[src/rtl/core/mba_pkg.sv]
// Shared types and constants for the mosaic block averager.
`timescale 1ns / 1ps
`default_nettype none

package mba_pkg;

    localparam int CH_W  = 8;
    localparam int SUM_W = 24;
    localparam int CNT_W = 16;
    localparam int ADDR_W = 4;
    localparam int DATA_W = 32;

    localparam int DEF_MAX_WIDTH  = 4096;
    localparam int DEF_MAX_HEIGHT = 4096;
    localparam int DEF_MAX_BLOCK  = 255;

    localparam logic [ADDR_W-1:0] ADDR_IMAGE_WIDTH  = 4'h0;
    localparam logic [ADDR_W-1:0] ADDR_IMAGE_HEIGHT = 4'h4;
    localparam logic [ADDR_W-1:0] ADDR_BLOCK_SIZE   = 4'h8;

    typedef struct packed {
        logic [SUM_W-1:0] red;
        logic [SUM_W-1:0] green;
        logic [SUM_W-1:0] blue;
        logic [SUM_W-1:0] alpha;
    } sums_t;

    typedef struct packed {
        logic [CH_W-1:0] red;
        logic [CH_W-1:0] green;
        logic [CH_W-1:0] blue;
        logic [CH_W-1:0] alpha;
    } means_t;

    typedef struct packed {
        logic             start;
        logic [CNT_W-1:0] count;
    } div_ctrl_t;

endpackage

`default_nettype wire

[src/rtl/core/mba_divider.sv]
// Four-lane restoring divider producing one quotient bit per cycle.
`timescale 1ns / 1ps
`default_nettype none

module mba_divider (
    input  wire logic        clk,
    input  wire logic        rst_n,
    input  mba_pkg::div_ctrl_t ctrl,
    input  mba_pkg::sums_t   sums,
    output logic             done,
    output mba_pkg::means_t  means
);
    import mba_pkg::*;

    sums_t            rem_reg;
    means_t           quo_reg;
    logic [SUM_W-1:0] dvs_reg;
    logic [2:0]       step_reg;
    logic             busy_reg;

    assign means = quo_reg;

    always_ff @(posedge clk or negedge rst_n)
    begin
        if (!rst_n)
        begin
            busy_reg <= 1'b0;
            step_reg <= '0;
            done     <= 1'b0;
        end
        else
        begin
            done <= 1'b0;
            if (ctrl.start)
            begin
                busy_reg <= 1'b1;
                step_reg <= '0;
            end
            else if (busy_reg)
            begin
                step_reg <= step_reg + 3'd1;
                if (step_reg == 3'd7)
                begin
                    busy_reg <= 1'b0;
                    done     <= 1'b1;
                end
            end
        end
    end

    always_ff @(posedge clk)
    begin
        if (ctrl.start)
        begin
            rem_reg <= sums;
            quo_reg <= '0;
            dvs_reg <= {1'b0, ctrl.count, 7'b0};
        end
        else if (busy_reg)
        begin
            dvs_reg <= dvs_reg >> 1;
            if (rem_reg.red >= dvs_reg)
            begin
                rem_reg.red <= rem_reg.red - dvs_reg;
            end
            if (rem_reg.green >= dvs_reg)
            begin
                rem_reg.green <= rem_reg.green - dvs_reg;
            end
            if (rem_reg.blue >= dvs_reg)
            begin
                rem_reg.blue <= rem_reg.blue - dvs_reg;
            end
            if (rem_reg.alpha >= dvs_reg)
            begin
                rem_reg.alpha <= rem_reg.alpha - dvs_reg;
            end
            quo_reg.red   <= {quo_reg.red[6:0],   rem_reg.red   >= dvs_reg};
            quo_reg.green <= {quo_reg.green[6:0], rem_reg.green >= dvs_reg};
            quo_reg.blue  <= {quo_reg.blue[6:0],  rem_reg.blue  >= dvs_reg};
            quo_reg.alpha <= {quo_reg.alpha[6:0], rem_reg.alpha >= dvs_reg};
        end
    end

endmodule

`default_nettype wire

[config.mk]
export PLATFORM = sky130hd
export DESIGN_NAME = mba_divider
export DESIGN_NICKNAME = d
export VERILOG_FILES = /design/src/rtl/core/mba_pkg.sv /design/src/rtl/core/mba_divider.sv
export SDC_FILE = /design/constraint.sdc
export NUM_CORES = 1
export LEC_CHECK = 0
export BUFFER_PORTS_ARGS = -buffer_cell sky130_fd_sc_hd__buf_2
export CORE_MARGIN = 1.5
export CORE_UTILIZATION = 50
export CTS_CLUSTER_SIZE = 30
export DETAILED_ROUTE_END_ITERATION = 7
export GPL_ROUTABILITY_DRIVEN = 0
export GPL_TIMING_DRIVEN = 0
export PLACE_DENSITY = 0.71
export SYNTH_ARGS = -nofsm -noshare
export SYNTH_HDL_FRONTEND = slang
export SYNTH_SLANG_ARGS = --single-unit
[constraint.sdc]
create_clock -name clk -period 5.3 [get_ports clk]
set_clock_uncertainty 0.2 [all_clocks]
set_input_delay 0.265 -clock clk [delete_from_list [all_inputs] [get_ports clk]]
set_output_delay 0.265 -clock clk [all_outputs]
set_load 0.02 [all_outputs]
== Word level (Yosys, flattened, before mapping) ==
Index checks and enable logic that the tools add are counted.

* Register bits after elaboration: 156
* Input bits: 115
* Output and inout bits: 33

* Add/subtract/negate cells: 5
* Order comparisons: 4
* Equal/unequal tests: 1
* Muxes and demuxes: 16
* Reduce and logical (&&, ||, !) cells: 9

{| class="wikitable"
|+ Operator list
! cell !! number
|-
| 96-bit 2-to-1 mux || 2
|-
| 24-bit by 23-bit >= comparator with 1-bit output || 4
|-
| 24-bit 2-to-1 mux || 4
|-
| 24-bit by 23-bit subtractor with 24-bit output || 4
|-
| 23-bit 2-to-1 mux || 2
|-
| 2-bit nonzero test || 5
|-
| 2-bit AND reduction || 4
|-
| 1-bit 2-to-1 mux || 6
|-
| 3-bit 2-to-1 mux || 2
|-
| 3-bit by 1-bit adder with 3-bit output, second input constant || 1
|-
| 3-bit == test, second input constant || 1
|}

== Depth between registers and ports, before layout ==
* Depth in word-level cells: 4
* Mapped depth: 11
* Mapped depth without buffers: 11

== Worst setup path after synthesis ==
OpenSTA, ideal clock, no wires.

* Path type: reg-to-reg
* Start: reg dvs_reg[3]
* End: reg rem_reg[72] (netlist bit) (enable)
* Arrival time: 3.490 ns
* Required time: 4.662 ns
* Path slack: 1.172 ns
* Stages on the path, launching flop included: 10
* Buffers on the path: 0
* Period minus slack after synthesis: 4.128 ns
* Cell sequence: dfxtp_1 > inv_1 > ha_1 > and3_1 > a221oi_2 > a21oi_1 > a41oi_1 > a21oi_1 > nor2_1 > o21ai_0

* Cells in the longest elaborated chain, start to end: 3

{| class="wikitable"
|+ RTL lines
! what !! line !! text
|-
| from (decl) || mba_divider.sv:17 || <nowiki>logic [SUM_W-1:0] dvs_reg;</nowiki>
|-
| from (signal assigned) || mba_divider.sv:57 || <nowiki>dvs_reg <= {1'b0, ctrl.count, 7'b0};</nowiki>
|-
| from (signal assigned) || mba_divider.sv:61 || <nowiki>dvs_reg <= dvs_reg >> 1;</nowiki>
|-
| 24-bit by 23-bit >= comparator with 1-bit output || mba_divider.sv:62 || <nowiki>if (rem_reg.red >= dvs_reg)</nowiki>
|-
| 2-bit nonzero test (no source line) || -- ||
|-
| 2-bit AND reduction (no source line) || -- ||
|-
| to (signal assigned) || mba_divider.sv:55 || <nowiki>rem_reg <= sums;</nowiki>
|-
| to (decl) || mba_divider.sv:15 || <nowiki>sums_t rem_reg;</nowiki>
|}

No other way between the ends.
A chain may end at the register's enable or synchronous reset.

== Worst setup path in the final report ==
* Start: reg dvs_reg[1]
* End: reg rem_reg[76] (netlist bit) (enable)

Same word-level chain as after synthesis.

==> key figures <==
Timing
  – RSZ-0062 raised after global routing: no
  – Hold Vio Cnt, Final: 0
  – Slew headroom: 25.50%
  – Highest Clock Rate: 0.2449 GHz
  – Final period util: 77.05%
  – Tmin final: 4084 ps
  – Slew at the pin closest to its max-slew limit: 1115 ps
  – Final Slew Violations: 0
  – Worst hold margin: 6.780 ps
  – Endpoints failing setup: 0

Worst setup path
  – Worst-path fanout max: 15
  – Startpoint Class: flop
  – Arr. time, crit path: 4080 ps
  – Crit path max-delay cell type: dfxtp_1
  – Cell repeated most along the worst path: a21oi_1
  – CP Class: reg -> reg
  – CP Data Required Time: 5290 ps
  – Worst reg2reg path startpoint: dvs_reg[1]$_SDFFE_PP0P_
  – Cells along the critical path: inv_1 -> fa_1 -> a21o_1 -> a221oi_2 -> a21oi_1 -> a41oi_1 -> a21oi_1 -> nor2_1 -> o21ai_2 -> buf_16
  – Worst setup EP type: flop
  – Max incr delay on CP: 590 ps
  – Crit path from: dvs_reg[1]$_SDFFE_PP0P_
  – R2r setup slk: roughly 1200 ps

Route
  – Residual DRC count: 0
  – Initial DRC Count: between 900 and 1000
  – Drt pass-1 iters: 5
  – WL/cell: just under 20 um
  – WL final: 35170 um
  – DR vias: 10750
  – Vias per cell: 5.905
  – Detail Route Antenna Nets: 0

Synth
  – Largest family of logic cells by synthesized area: compound AO/OA/AOI/OAI gates
  – Post-Synthesis Cells: about 1300
  – Netlist cell types: between 60 and 70
  – Post-Syn Area per Cell: ~9 sq um
  – Yosys warning count: 0
  – Post-Synth Adder-Cell Area: 11.10%
  – Synth Area in Simple Gates: about 16%
  – Flops & latches, synth: 156
  – Synthesized area: 11320 sq um
  – Complex-gate fraction of the synthesized area: between 20 and 25%
  – Post-synthesis sequential area ratio: 37.71%
  – Post-synthesis mux area share: slightly above 4%
  – Async S/R FF share, synth: 3.205%
  – Xor/xnor share of the synthesized area: under 10%
  – EDFF count, synth: 112
  – Syn Nets: 1475
  – Most used flip-flop cell after synthesis: edfxtp_1

Power
  – Peak VDD IR: 266.0 uV
  – Power Total: around 8000 uW
  – Pwr per Cell Area: 571.1 nW/um^2
  – Leak: 0.006279 uW

Final layout
  – Largest register FFs: 96
  – Layout cells sized above 1: 13.51%
  – Area Overhead vs Synth: 24.08%
  – Fillers: roughly 1900
  – Final nets: 1740
  – N_diodes: 0
  – Final Util: 63.78%

Clocking
  – Clock Pin Slew Worst Setup and Hold Paths: 70 ps
  – # clock sinks: 156
  – CTS tree: yes
  – Clock latency on the worst-skew pair: 440 ps
  – # H-tree levels: 4
  – CTS Buffer Depth: 2
  – CTS buffer count: 17
  – Postcts setup bufs: 0
  – Root Buffer: clkbuf_16

Die
  – Core area: 22030 sq um
  – Die area: around 24000 sq um
  – Initial Util: 51.40%
  – Row cnt: between 50 and 60
  – Die Span X: 153.5 um
  – IO Pins: 148
  – Die Ht: 153.5 um

Hold path
  – Min-Delay Startpoint: sums[24]
  – Worst hold-check path type: in -> reg

GRT
  – Vias in the first global route: roughly 10000
  – Initial antenna violation count: 0
  – Gr ovfl total: 0
  – First-pass GRT wire length: 53900 um
  – Gr usage total: 29.69%
  – Pin count of the biggest net entering global routing: 25

Run
  – MaxCap Viol Count: 0

Outcome
  – Outcome: complete, no violations

Place
  – DP Wirelength: 24900 um
  – Number of port buffers: 146
[worst max-delay path: cells and delay by family, from the launching register on]
family	cells	cell delay, ps
buffers and inverters	2	560
AO/OA/AOI/OAI	6	1720
AND/OR/NAND/NOR	1	250
flip-flops	1	590
adder cells (fa/ha/maj)	1	510
[stage by stage]
step                      worst slack [ps]  cells  setup TNS [ps]  area [sq um]
after floorplan                       1172   1262               0         11320
after global placement              -258.5   1688           -6174         12400
after detailed placement              1411   1690               0         12450
after CTS                             1372   1820               0         14050
after global routing                  1163   1820               0         14050
final                                 1216   1820               0         14050
[layout make-up]
cell class | count | area, sq um | share of cell area [%]
clock inverters | 10 | 72.57 | 0.5166
plain buffers | 56 | 217.7 | 1.550
flip-flops and latches | 156 | 4269 | 30.39
inverters | 47 | 176.4 | 1.256
repair buffers | 246 | 1754 | 12.49
multi-input cells | 1003 | 6668 | 47.47
well taps | 280 | 350.3 | 2.494
clock buffers | 22 | 539.3 | 3.839
[where the power goes]
group | switching [uW] | internal [uW] | total, uW
clock | 538 | 727 | 1270
combinational | 2770 | 1860 | 4630
sequential | 195 | 1930 | 2130
[layout by cell type, fill, tap and decap left out, types with 5 or more instances in the layout]
cell | netlist | layout
nor2_1 | 109 | 109
a22o_1 | 8 | 8
a41oi_1 | 6 | 6
buf_2 | 6 | 152
nand4_1 | 18 | 18
xor2_1 | 36 | 36
dlygate4sd3_1 | 0 | 98
a21oi_1 | 91 | 91
xnor2_1 | 37 | 37
nor3_1 | 15 | 15
or3_1 | 8 | 8
edfxtp_1 | 112 | 112
nand2_1 | 150 | 150
inv_1 | 46 | 46
and3_1 | 17 | 17
a211o_1 | 5 | 5
o21ai_0 | 118 | 117
buf_1 | 9 | 9
dfrtp_1 | 5 | 5
dfxtp_1 | 39 | 39
o211ai_1 | 8 | 8
mux2_2 | 5 | 5
clkinv_4 | 0 | 5
a21o_1 | 43 | 43
and2_1 | 9 | 9
o21ai_1 | 9 | 9
ha_1 | 94 | 94
clkbuf_16 | 0 | 21
o31ai_1 | 13 | 13
nand3_1 | 23 | 23
nor2b_1 | 9 | 9
nand2b_1 | 19 | 19
mux2i_1 | 40 | 40
a31oi_1 | 18 | 18
clkbuf_1 | 41 | 41
o21bai_1 | 17 | 17
nor3b_1 | 5 | 5
a211oi_1 | 12 | 12
[Yosys cell counts (37+ instances only)]
cell type,n,area share (%)
xnor2_1,37,2.9
nand2_1,150,5.0
clkbuf_1,41,1.4
a21o_1,43,2.9
edfxtp_1,112,30
mux2i_1,40,3.5
nor2_1,109,3.6
a21oi_1,91,4.0
ha_1,94,10
dfxtp_1,39,6.9
o21ai_0,118,5.2
inv_1,46,1.5
[path summary, 6_finish.rpt]
check	endpoint	cells after the start
setup / recovery	rem_reg[76]$_DFFE_PP_	10
hold / removal	rem_reg[24]$_DFFE_PP_	3
setup reg to reg	rem_reg[76]$_DFFE_PP_	10
hold reg to reg	means[31]$_SDFFE_PP0P_	2
max in group asynchronous	step_reg[2]$_DFFE_PN0P_	3
min in group asynchronous	step_reg[0]$_DFFE_PN0P_	3
[cells by family after synthesis]
kind of cell    Yosys count
xor+xnor                 73
fa+ha+maj                98
mux                      45
simple gates            393
compound gates          394
flops                   156
buf+inv                 103
[per-layer routing]
metal,GRT usage [%],wire length [um],up-vias
met2,47.73,15570,513
met5,0,0,-
met4,12.58,1453,0
li1,-,-,5179
met1,38.51,14940,4976
met3,6.833,3207,79
[repair_timing]
action | 4_1_cts | 5_1_grt
endpoints found under the hold margin | 101 | 0
hold buffers | 98 | 0
gates resized for setup | 0 | 0
endpoints found under the setup margin | 0 | 0
(Power assumes the default switching activity.)
